## src/rtl/tad_pkg.sv

```systemverilog
package tad_pkg;

	// sample width of the light sensor converter
	localparam int SAMPLE_BITS = 12;

	// stream payload layout
	localparam int IN_BITS        = SAMPLE_BITS + 32;
	localparam int IN_TDATA_BITS  = ((IN_BITS + 7) / 8) * 8;
	localparam int OUT_BITS       = SAMPLE_BITS + 3;
	localparam int OUT_TDATA_BITS = ((OUT_BITS + 7) / 8) * 8;

	// register file
	localparam int ADDR_BITS = 5;
	localparam int DATA_BITS = 32;

	typedef enum logic [2:0] {
		REG_SENSOR_ENABLED  = 3'd0,
		REG_DARK_THRESHOLD  = 3'd1,
		REG_ACTIVE_DB_EN    = 3'd2,
		REG_ACTIVE_DB_MS    = 3'd3,
		REG_INACTIVE_DB_EN  = 3'd4,
		REG_INACTIVE_DB_MS  = 3'd5
	} reg_idx_t;

	localparam logic [SAMPLE_BITS-1:0] THRESHOLD_RESET = SAMPLE_BITS'(2048);

	typedef struct packed {
		logic                   sensor_enabled;
		logic [SAMPLE_BITS-1:0] dark_threshold;
		logic                   active_db_en;
		logic [15:0]            active_db_ms;
		logic                   inactive_db_en;
		logic [15:0]            inactive_db_ms;
	} cfg_t;

	typedef struct packed {
		logic [SAMPLE_BITS-1:0] captured_sample;
		logic                   level_known;
		logic                   level_active;
		logic                   changed;
	} result_t;

endpackage

```

## src/rtl/tad_cfg.sv

```systemverilog
module tad_cfg
	import tad_pkg::*;
(
	input  logic                 clk,
	input  logic                 arst_n,
	input  logic                 psel,
	input  logic                 penable,
	input  logic                 pwrite,
	input  logic [ADDR_BITS-1:0] paddr,
	input  logic [DATA_BITS-1:0] pwdata,
	output logic [DATA_BITS-1:0] prdata,
	output logic                 pready,
	output cfg_t                 cfg
);

	cfg_t     cfg_q;
	reg_idx_t idx;
	logic     wr_en;

	assign pready = 1'b1;
	assign idx    = reg_idx_t'(paddr[ADDR_BITS-1:2]);
	assign wr_en  = psel && penable && pwrite && pready;
	assign cfg    = cfg_q;

	// register writes
	always_ff @(posedge clk or negedge arst_n) begin
		if (!arst_n) begin
			cfg_q.sensor_enabled <= 1'b0;
			cfg_q.dark_threshold <= THRESHOLD_RESET;
			cfg_q.active_db_en   <= 1'b0;
			cfg_q.active_db_ms   <= '0;
			cfg_q.inactive_db_en <= 1'b0;
			cfg_q.inactive_db_ms <= '0;
		end else if (wr_en) begin
			case (idx)
				REG_SENSOR_ENABLED: cfg_q.sensor_enabled <= pwdata[0];
				REG_DARK_THRESHOLD: cfg_q.dark_threshold <= SAMPLE_BITS'(pwdata[11:0]);
				REG_ACTIVE_DB_EN:   cfg_q.active_db_en   <= pwdata[0];
				REG_ACTIVE_DB_MS:   cfg_q.active_db_ms   <= pwdata[15:0];
				REG_INACTIVE_DB_EN: cfg_q.inactive_db_en <= pwdata[0];
				REG_INACTIVE_DB_MS: cfg_q.inactive_db_ms <= pwdata[15:0];
				default: ;
			endcase
		end
	end

	// register reads
	always_comb begin
		prdata = '0;
		unique case (idx)
			REG_SENSOR_ENABLED: prdata = DATA_BITS'(cfg_q.sensor_enabled);
			REG_DARK_THRESHOLD: prdata = DATA_BITS'(cfg_q.dark_threshold);
			REG_ACTIVE_DB_EN:   prdata = DATA_BITS'(cfg_q.active_db_en);
			REG_ACTIVE_DB_MS:   prdata = DATA_BITS'(cfg_q.active_db_ms);
			REG_INACTIVE_DB_EN: prdata = DATA_BITS'(cfg_q.inactive_db_en);
			REG_INACTIVE_DB_MS: prdata = DATA_BITS'(cfg_q.inactive_db_ms);
			default:            prdata = '0;
		endcase
	end

endmodule

```

## src/rtl/tad_core.sv

```systemverilog
module tad_core
	import tad_pkg::*;
(
	input  logic                   clk,
	input  logic                   arst_n,
	input  logic                   adv,
	input  logic [SAMPLE_BITS-1:0] sample,
	input  logic [31:0]            now_ms,
	input  cfg_t                   cfg,
	output result_t                res
);

	logic                   known_valid_q;
	logic                   known_level_q;
	logic                   in_debounce_q;
	logic                   candidate_q;
	logic [31:0]            start_ms_q;
	logic [SAMPLE_BITS-1:0] held_sample_q;
	result_t                res_s2;

	logic                   known_valid_d;
	logic                   known_level_d;
	logic                   in_debounce_d;
	logic                   candidate_d;
	logic [31:0]            start_ms_d;
	logic [SAMPLE_BITS-1:0] held_sample_d;
	logic                   changed;

	logic        level;
	logic        same;
	logic [31:0] elapsed;
	logic [15:0] need;

	assign level = (sample < cfg.dark_threshold);
	assign same  = known_valid_q && (known_level_q == level);

	// next state for one item
	always_comb begin
		known_valid_d = known_valid_q;
		known_level_d = known_level_q;
		in_debounce_d = in_debounce_q;
		candidate_d   = candidate_q;
		start_ms_d    = start_ms_q;
		held_sample_d = held_sample_q;
		changed       = 1'b0;
		elapsed       = '0;
		need          = '0;
		if (cfg.sensor_enabled) begin
			if (!cfg.active_db_en && !cfg.inactive_db_en) begin
				// immediate mode, no capture
				if (!same) begin
					known_valid_d = 1'b1;
					known_level_d = level;
					changed       = 1'b1;
				end
			end else if (in_debounce_q || !same) begin
				// debounce window: a fresh one starts at this item unless one is already open
				if (!in_debounce_q) begin
					start_ms_d  = now_ms;
					candidate_d = level;
				end
				elapsed = now_ms - start_ms_d;
				if (level) begin
					need = cfg.active_db_en ? cfg.active_db_ms : 16'd0;
				end else begin
					need = cfg.inactive_db_en ? cfg.inactive_db_ms : 16'd0;
				end
				in_debounce_d = 1'b1;
				if (level != candidate_d) begin
					in_debounce_d = 1'b0;
				end else if (elapsed >= {16'd0, need}) begin
					in_debounce_d = 1'b0;
					if (!same) begin
						known_valid_d = 1'b1;
						known_level_d = level;
						held_sample_d = sample;
						changed       = 1'b1;
					end
				end
			end
		end
	end

	// debounce state
	always_ff @(posedge clk or negedge arst_n) begin
		if (!arst_n) begin
			known_valid_q <= 1'b0;
			known_level_q <= 1'b0;
			in_debounce_q <= 1'b0;
			candidate_q   <= 1'b0;
			start_ms_q    <= '0;
			held_sample_q <= '0;
		end else if (adv) begin
			known_valid_q <= known_valid_d;
			known_level_q <= known_level_d;
			in_debounce_q <= in_debounce_d;
			candidate_q   <= candidate_d;
			start_ms_q    <= start_ms_d;
			held_sample_q <= held_sample_d;
		end
	end

	// result register
	always_ff @(posedge clk) begin
		if (adv) begin
			res_s2.changed         <= changed;
			res_s2.level_active    <= known_valid_d & known_level_d;
			res_s2.level_known     <= known_valid_d;
			res_s2.captured_sample <= held_sample_d;
		end
	end

	assign res = res_s2;

endmodule

```

## src/rtl/threshold_asymmetric_debouncer.sv

```systemverilog
// each accepted item passes the input register, then the result register
// throughput: one item per cycle while m_axis is not stalled, set by the
// combinational compare and elapsed-time subtract updating the debounce state
// reset: arst_n clears the pipeline valids, the debounce state and the
// registers to their defaults (threshold 2048, all else zero)
module threshold_asymmetric_debouncer
	import tad_pkg::*;
(
	input  logic                      clk,
	input  logic                      arst_n,
	// APB configuration
	input  logic                      psel,
	input  logic                      penable,
	input  logic                      pwrite,
	input  logic [ADDR_BITS-1:0]      paddr,
	input  logic [DATA_BITS-1:0]      pwdata,
	output logic [DATA_BITS-1:0]      prdata,
	output logic                      pready,
	// input items
	input  logic                      s_axis_tvalid,
	output logic                      s_axis_tready,
	input  logic [IN_TDATA_BITS-1:0]  s_axis_tdata,  // adc_sample, now_ms, zero pad
	// result items
	output logic                      m_axis_tvalid,
	input  logic                      m_axis_tready,
	output logic [OUT_TDATA_BITS-1:0] m_axis_tdata   // changed, level_active,
	                                                 // level_known, captured_sample,
	                                                 // zero pad
);

	cfg_t                   cfg;
	result_t                res;
	logic                   valid_s1;
	logic [SAMPLE_BITS-1:0] sample_s1;
	logic [31:0]            now_s1;
	logic                   valid_s2;
	logic                   out_free;
	logic                   adv;
	logic                   in_fire;

	tad_cfg u_cfg (
		.clk     (clk),
		.arst_n  (arst_n),
		.psel    (psel),
		.penable (penable),
		.pwrite  (pwrite),
		.paddr   (paddr),
		.pwdata  (pwdata),
		.prdata  (prdata),
		.pready  (pready),
		.cfg     (cfg)
	);

	// handshake chain
	assign out_free      = !valid_s2 || m_axis_tready;
	assign adv           = valid_s1 && out_free;
	assign s_axis_tready = !valid_s1 || adv;
	assign in_fire       = s_axis_tvalid && s_axis_tready;

	// input register
	always_ff @(posedge clk or negedge arst_n) begin
		if (!arst_n) begin
			valid_s1 <= 1'b0;
		end else if (s_axis_tready) begin
			valid_s1 <= s_axis_tvalid;
		end
	end

	always_ff @(posedge clk) begin
		if (in_fire) begin
			sample_s1 <= s_axis_tdata[SAMPLE_BITS-1:0];
			now_s1    <= s_axis_tdata[SAMPLE_BITS +: 32];
		end
	end

	tad_core u_core (
		.clk    (clk),
		.arst_n (arst_n),
		.adv    (adv),
		.sample (sample_s1),
		.now_ms (now_s1),
		.cfg    (cfg),
		.res    (res)
	);

	// result valid
	always_ff @(posedge clk or negedge arst_n) begin
		if (!arst_n) begin
			valid_s2 <= 1'b0;
		end else if (out_free) begin
			valid_s2 <= valid_s1;
		end
	end

	assign m_axis_tvalid = valid_s2;
	assign m_axis_tdata  = OUT_TDATA_BITS'(res);

endmodule
```

## config.mk

```make
export PLATFORM = sky130hd
export DESIGN_NAME = threshold_asymmetric_debouncer
export DESIGN_NICKNAME = d
export VERILOG_FILES = /design/src/rtl/tad_pkg.sv /design/src/rtl/tad_cfg.sv /design/src/rtl/tad_core.sv /design/src/rtl/threshold_asymmetric_debouncer.sv
export SDC_FILE = /design/constraint.sdc
export NUM_CORES = 1
export LEC_CHECK = 0
export BUFFER_PORTS_ARGS = -buffer_cell sky130_fd_sc_hd__buf_4
export CORE_MARGIN = 4
export CORE_UTILIZATION = 40
export CTS_CLUSTER_DIAMETER = 80
export DETAILED_ROUTE_END_ITERATION = 16
export PLACE_DENSITY = 0.62
export SYNTH_ARGS = -nofsm -noshare
export SYNTH_HDL_FRONTEND = slang
export SYNTH_HIERARCHICAL = 1
export SYNTH_SLANG_ARGS = --single-unit
```

## constraint.sdc

```tcl
create_clock -name clk -period 7.2 [get_ports clk]
set_input_delay 1.44 -clock clk [delete_from_list [all_inputs] [get_ports clk]]
set_output_delay 1.44 -clock clk [all_outputs]
set_load 0.05 [all_outputs]
```

* After elaboration in Yosys (flattened, before gate mapping)
Index checks and enable logic that the tools add are counted.
Operators by class: reductions and logical operators 22, bitwise operators 2, multipliers 0, shift-type cells 0, divide/modulo/power cells 0, order comparisons 2, add/subtract/negate cells 1, eq/ne operators 7, mux-type cells 40
Operator list (number):
- 32-bit 2-to-1 mux | 4
- 16-bit 2-to-1 mux | 6
- 16-bit case mux with 6 select lines | 1
- 12-bit 2-to-1 mux | 6
- 32-bit by 16-bit greater-or-equal comparator with 1-bit output | 1
- 32-bit subtractor | 1
- 1-bit 2-to-1 mux | 23
- 12-bit less-than comparator | 1
- 2-bit AND reduction | 6
- 3-bit by 2-bit == test with 1-bit output (second input constant) | 2
- 3-bit == test (second input constant) | 2
- 1-bit logical AND | 6
- 1-bit logical NOT | 5
- 4-bit AND reduction | 1
- 3-bit by 1-bit == test with 1-bit output (second input constant) | 1
- 3-bit logical NOT | 1
- 1-bit logical OR | 3
- 1-bit bitwise AND | 1
- 1-bit == test | 1
- 1-bit != test | 1
- 1-bit NOT | 1
Word-level totals: bits in writable memories 0, bits in read-only memories 0, register bits after elaboration 156, memories kept 0, bits of input ports 92, latch bits 0

* Logic depth before layout (Yosys ltp)
depth after elaboration 16, gate-level depth with buffers 24, depth with buffers taken out 21

* Hierarchy
Netlist, hierarchy kept.
By module, submodules not included:
- tad_core | times used 1, area each 5601.6 sq um, cells an instance 618
- tad_cfg | times used 1, area each 2449.8 sq um, cells an instance 190
- threshold_asymmetric_debouncer | times used 1, area each 1436.4 sq um, cells an instance 54

* Least setup slack after synthesis
Ideal clock, no wire load.
kind reg2reg, start register u_core.in_debounce_q, end register u_core.res_s2 (netlist bit u_core/res[10]) (data pin), period minus slack after synthesis 5.307 ns, setup time 0.260 ns, stages on the path, launching flop included 22, setup slack 1.893 ns, required time 6.940 ns, arrival 5.047 ns, cell sequence dfrtp_1 clkbuf_1 buf_1 mux2i_1 ha_1 a21oi_1 o21ai_0 and2_1 or2_2 nor2_1 xnor2_1 ha_1 nand4_1 or4_1 o2111ai_1 nor4_1 nand4_1 nor4_1 a41oi_2 or3b_4 buf_6 mux2_4
On the way: word-level cells in the longest chain between the ends 11
RTL lines:
- start, declared | RTL line tad_core.sv:15 | logic in_debounce_q;
- start signal, assigned | RTL line tad_core.sv:96 | in_debounce_q <= in_debounce_d;
- 32-bit 2-to-1 mux | RTL line tad_core.sv:58 | if (!in_debounce_q) begin
- 32-bit 2-to-1 mux | RTL line tad_core.sv:56 | end else if (in_debounce_q || !same) begin
- 32-bit 2-to-1 mux | RTL line tad_core.sv:49 | if (!cfg.active_db_en && !cfg.inactive_db_en) begin
- 32-bit 2-to-1 mux | RTL line tad_core.sv:48 | if (cfg.sensor_enabled) begin
- 32-bit subtractor | RTL line tad_core.sv:62 | elapsed = now_ms - start_ms_d;
- 32-bit by 16-bit greater-or-equal comparator with 1-bit output | RTL line tad_core.sv:71 | end else if (elapsed >= {16'd0, need}) begin
- 12-bit 2-to-1 mux | RTL line tad_core.sv:71
- 12-bit 2-to-1 mux | RTL line tad_core.sv:69 | if (level != candidate_d) begin
- 12-bit 2-to-1 mux * | RTL line tad_core.sv:56
- 12-bit 2-to-1 mux * | RTL line tad_core.sv:49
- 12-bit 2-to-1 mux * | RTL line tad_core.sv:48
- net u_core.held_sample_d[7] | RTL line tad_core.sv:26 | logic [SAMPLE_BITS-1:0] held_sample_d;
- end, declared | RTL line tad_core.sv:19 | result_t res_s2;
Mark *: on every way through the listed nets, which the timed path passes. The rest lies on a longest branch. The select of a mux whose other input is x is not followed. A chain may end at the register's enable or synchronous reset.

* Final worst setup path
start register sample_s1[5], end register u_core.res_s2 (netlist bit u_core/res[14]) (data pin)
On the way: word-level cells in the longest chain between the ends 11
RTL lines:
- start, declared | RTL line threshold_asymmetric_debouncer.sv:34 | logic [SAMPLE_BITS-1:0] sample_s1;
- start signal, assigned | RTL line threshold_asymmetric_debouncer.sv:71 | sample_s1 <= s_axis_tdata[SAMPLE_BITS-1:0];
- 12-bit less-than comparator * | RTL line tad_core.sv:34 | assign level = (sample < cfg.dark_threshold);
- 16-bit 2-to-1 mux | RTL line tad_core.sv:63 | if (level) begin
- 16-bit 2-to-1 mux | RTL line tad_core.sv:56
- 16-bit 2-to-1 mux | RTL line tad_core.sv:49
- 16-bit 2-to-1 mux | RTL line tad_core.sv:48
- 32-bit by 16-bit greater-or-equal comparator with 1-bit output | RTL line tad_core.sv:71
- 12-bit 2-to-1 mux | RTL line tad_core.sv:71
- 12-bit 2-to-1 mux | RTL line tad_core.sv:69
- 12-bit 2-to-1 mux * | RTL line tad_core.sv:56
- 12-bit 2-to-1 mux * | RTL line tad_core.sv:49
- 12-bit 2-to-1 mux * | RTL line tad_core.sv:48
- net u_core.held_sample_d[11] | RTL line tad_core.sv:26
Marked as above.

==> impl_metrics.env <==
export IMPL_status="complete, no violations"
export IMPL_rows=56
export IMPL_drcViolationCount=0
export IMPL_yosysUniqueCellTypes=83
export IMPL_yosys_most_used_dff="dfrtp_1"
export IMPL_grt_max_degree=65
export IMPL_cts_root_buf="clkbuf_16"
export IMPL_gp_congestion=0.862
export IMPL_synth_avg_cell_area_um2=11.0
export IMPL_ant_nets=0
export IMPL_htreeDepth=4
export IMPL_peakVddDrop_mv=0.146
export IMPL_finalPower_w=0.00307
export IMPL_rsz0062_at_grt="no"
export IMPL_design_die_area_um2=26200
export IMPL_slew_headroom_pct=22.5
export IMPL_tritoncts="built"
export IMPL_cts_setup_buffers=0
export IMPL_path_buf_inv=0
export IMPL_cp_start_kind="flop"
export IMPL_ios=143
export IMPL_fill_cells=2175
export IMPL_fin_crit_ns=6.06
export IMPL_min_period_over_period_pct=84.2
export IMPL_die_y_um=162
export IMPL_slowest_stage="and2_1"
export IMPL_drive_above_1_share_pct=26.0
export IMPL_max_cap_violations=0
export IMPL_syn_area_um2=9490
export IMPL_die_x_um=162
export IMPL_cts_hold_buf=0
export IMPL_dp_cells=1245
export IMPL_reg2reg_slack_ns=1.14
export IMPL_finalSetupViolCount=0
export IMPL_crit_fanout=16
export IMPL_grt_pass1_wl_um=35900
export IMPL_place_port_buffers=102
export IMPL_tns_ns=0
export IMPL_drv_slew=0
export IMPL_dr_pass1_iters=5
export IMPL_p_leak_nw=4.72
export IMPL_regArea_um2=4200
export IMPL_syn2layout_area_growth_pct=16.4
export IMPL_critical_path_top_delay_family="simple AND/OR/NAND/NOR gates"
export IMPL_criticalPathCategory="flop to flop"
export IMPL_critPathMaxStageDelay_ns=0.67
export IMPL_skew_ns=0.0169
export IMPL_finalNonFillerCells=1277
export IMPL_multi_input_area_um2=4930
export IMPL_synth_seq_cells=156
export IMPL_antenna_found_initial=0
export IMPL_clk_pin_slew_ns=0.08
export IMPL_core_area_um2=23400
export IMPL_cts_buffers=17
export IMPL_clock_path_buffers=2
export IMPL_vias_per_cell=5.31
export IMPL_gr_total_overflow=0
export IMPL_report_final_hold_viol_count=0
export IMPL_cts_resized=0
export IMPL_synthCells=862
export IMPL_wl_um=22000
export IMPL_grt_pass1_vias=6829
export IMPL_clock_sinks=156
export IMPL_synth_edf_count=59
export IMPL_max_freq_mhz=165
export IMPL_synth_async_reset_ratio_pct=62.2
export IMPL_path_cells="ha_1 -> a21o_1 -> a21o_1 -> a21o_1 -> a21oi_1 -> nor2_1 -> nor2_1 -> and2_1 -> a22oi_1 -> ha_1 -> a211oi_1 -> o22ai_1 -> a211o_1 -> nor4_1 -> nand4_1 -> nor4_1 -> a41oi_2 -> or3b_4 -> mux2_2"
export IMPL_nNetsFinal=1098
export IMPL_cpMostUsedCell="a21o_1"
export IMPL_min_delay_path_class="flop to flop"
export IMPL_diodes=0
export IMPL_insertion_delay_ns=0.44
export IMPL_start_util_pct=40.5
export IMPL_worstMarginPinSlew_ns=1.16
export IMPL_critPathRequiredTime_ns=7.39
export IMPL_grt_use_total_pct=17.0
export IMPL_pwr_density_cell_nw_per_um2=278
export IMPL_crit_path_end_kind="flop"
export IMPL_drt_iter0_drc=440
export IMPL_avgRoutedWirePerCell_um=17.2
export IMPL_vias=6785
export IMPL_dp_hpwl_um=16000
export IMPL_cp_arrival_ns=6.25
export IMPL_ys_seq_area_share_pct=44.3
export IMPL_yosysWarnings=6
worst reg2reg max path: stages, from the launching register on:
cell and delay (ns):
edfxtp_1 0.43, ha_1 0.32, a21o_1 0.17, a21o_1 0.18
a21o_1 0.18, a21oi_1 0.18, nor2_1 0.12, nor2_1 0.39
and2_1 0.67, a22oi_1 0.26, ha_1 0.36, a211oi_1 0.20
o22ai_1 0.12, a211o_1 0.26, nor4_1 0.26, nand4_1 0.15
nor4_1 0.43, a41oi_2 0.27, or3b_4 0.47, mux2_2 0.38
registers in the layout (all words and copies together) (netlist names):
| register | cells |
|---|---|
| m_axis_tvalid | 1 |
| now_s1 | 32 |
| sample_s1 | 12 |
| u_cfg/cfg | 47 |
| u_core/candidate_q | 1 |
| u_core/held_sample_q | 12 |
| u_core/in_debounce_q | 1 |
| u_core/known_level_q | 1 |
| u_core/known_valid_q | 1 |
| u_core/res | 15 |
| u_core/start_ms_q | 32 |
| valid_s1 | 1 |
metal layers:
metal,global-route usage [%],share of wire (%),up-vias,wire length (µm)
li1,-,-,3304,-
met1,24.0,48,3319,10500
met2,27.0,47,139,10300
met3,3.10,3.8,23,836
met4,4.69,1.6,0,356
met5,0,0,-,0
where the power goes:
group | internal [W] | switching [W]
clock | 0.000480 | 0.000455
combinational | 0.000384 | 0.000493
sequential | 0.00115 | 0.000117
total | 0.00201 | 0.00107
layout by cell type, fill, tap and decap left out, types with 30 or more instances in the layout:
cell type / netlist / layout
a21oi_1: 40 / 40
buf_4: 22 / 107
dfrtp_1: 96 / 95
edfxtp_1: 59 / 59
ha_1: 60 / 60
mux2_2: 55 / 55
mux2i_1: 47 / 47
nand2_1: 77 / 77
nor2_1: 30 / 30
o21ai_0: 57 / 57
stage by stage:
stage	util (%)	cell area, µm²	hold slack, ns	worst slack (ns)
floorplan	-	9540	0.450	1.89
global placement	44.5	10400	0.461	1.25
detailed placement	44.5	10400	0.470	1.19
CTS	47.2	11000	0.487	1.15
global route	47.2	11000	0.508	0.700
finish	47.2	11000	0.479	1.14
area by class of cell:
type / instances / share of cell area, %
Multi-Input combinational cell: 641 / 44.6
Clock inverter: 15 / 1.87
Sequential cell: 156 / 38.0
Tap cell: 319 / 3.61
Timing Repair Buffer: 107 / 7.27
Inverter: 22 / 0.748
Clock buffer: 17 / 3.85
logic make-up (layout without fill, tap and decap cells):
kind of cell               Yosys count  in the layout  share of synthesized area [%]
buffers and inverters               80            161                           4.50
xor gates and xnor gates            21             21                           1.94
AOI/OAI and AO/OA                  207            207                           14.5
muxes                              123            123                           14.7
and+or+nand+nor                    211            211                           11.8
other                                3             18                          0.119
DFF                                156            156                           44.3
adders and majority gates           61             61                           8.12
path summary, 6_finish.rpt:
kind	start	to	depth (start not counted)
max reg2reg	sample_s1[5]	u_core/res[14]	19
max	sample_s1[5]	u_core/res[14]	19
min reg2reg	u_core/start_ms_q[28]	u_core/start_ms_q[28]	2
min in group asynchronous	arst_n	m_axis_tvalid	1
min	u_core/start_ms_q[28]	u_core/start_ms_q[28]	2
max in group asynchronous	arst_n	u_core/start_ms_q[6]	2
cells in the mapped netlist (4+ instances only):
cell      count  area share, %
dfrtp_1      96             25
nand2_1      77            3.0
ha_1         60            7.9
edfxtp_1     59             19
o21ai_0      57            3.0
mux2_2       55            6.5
mux2i_1      47            5.0
a21oi_1      40            2.1
nor2_1       30            1.2
buf_4        22            1.7
inv_1        22           0.87
a22oi_1      20            1.6
clkbuf_1     18           0.71
a21o_1       16            1.3
mux2_4       16            2.5
or2_2        13           0.86
xnor2_1      13            1.2
a21boi_0     12           0.95
nand2b_1     12           0.79
nand4_1      12           0.79
buf_2        10           0.53
nor3_1       10           0.53
nand3_1       9           0.47
nor2b_1       9           0.59
and2_1        8           0.53
o21a_1        8           0.63
xor2_1        8           0.74
nor4_1        6           0.40
o211ai_1      6           0.47
o21bai_1      6           0.47
a31oi_1       5           0.33
buf_6         4           0.47
mux2_1        4           0.47
Power figures use the tool's default switching activity.
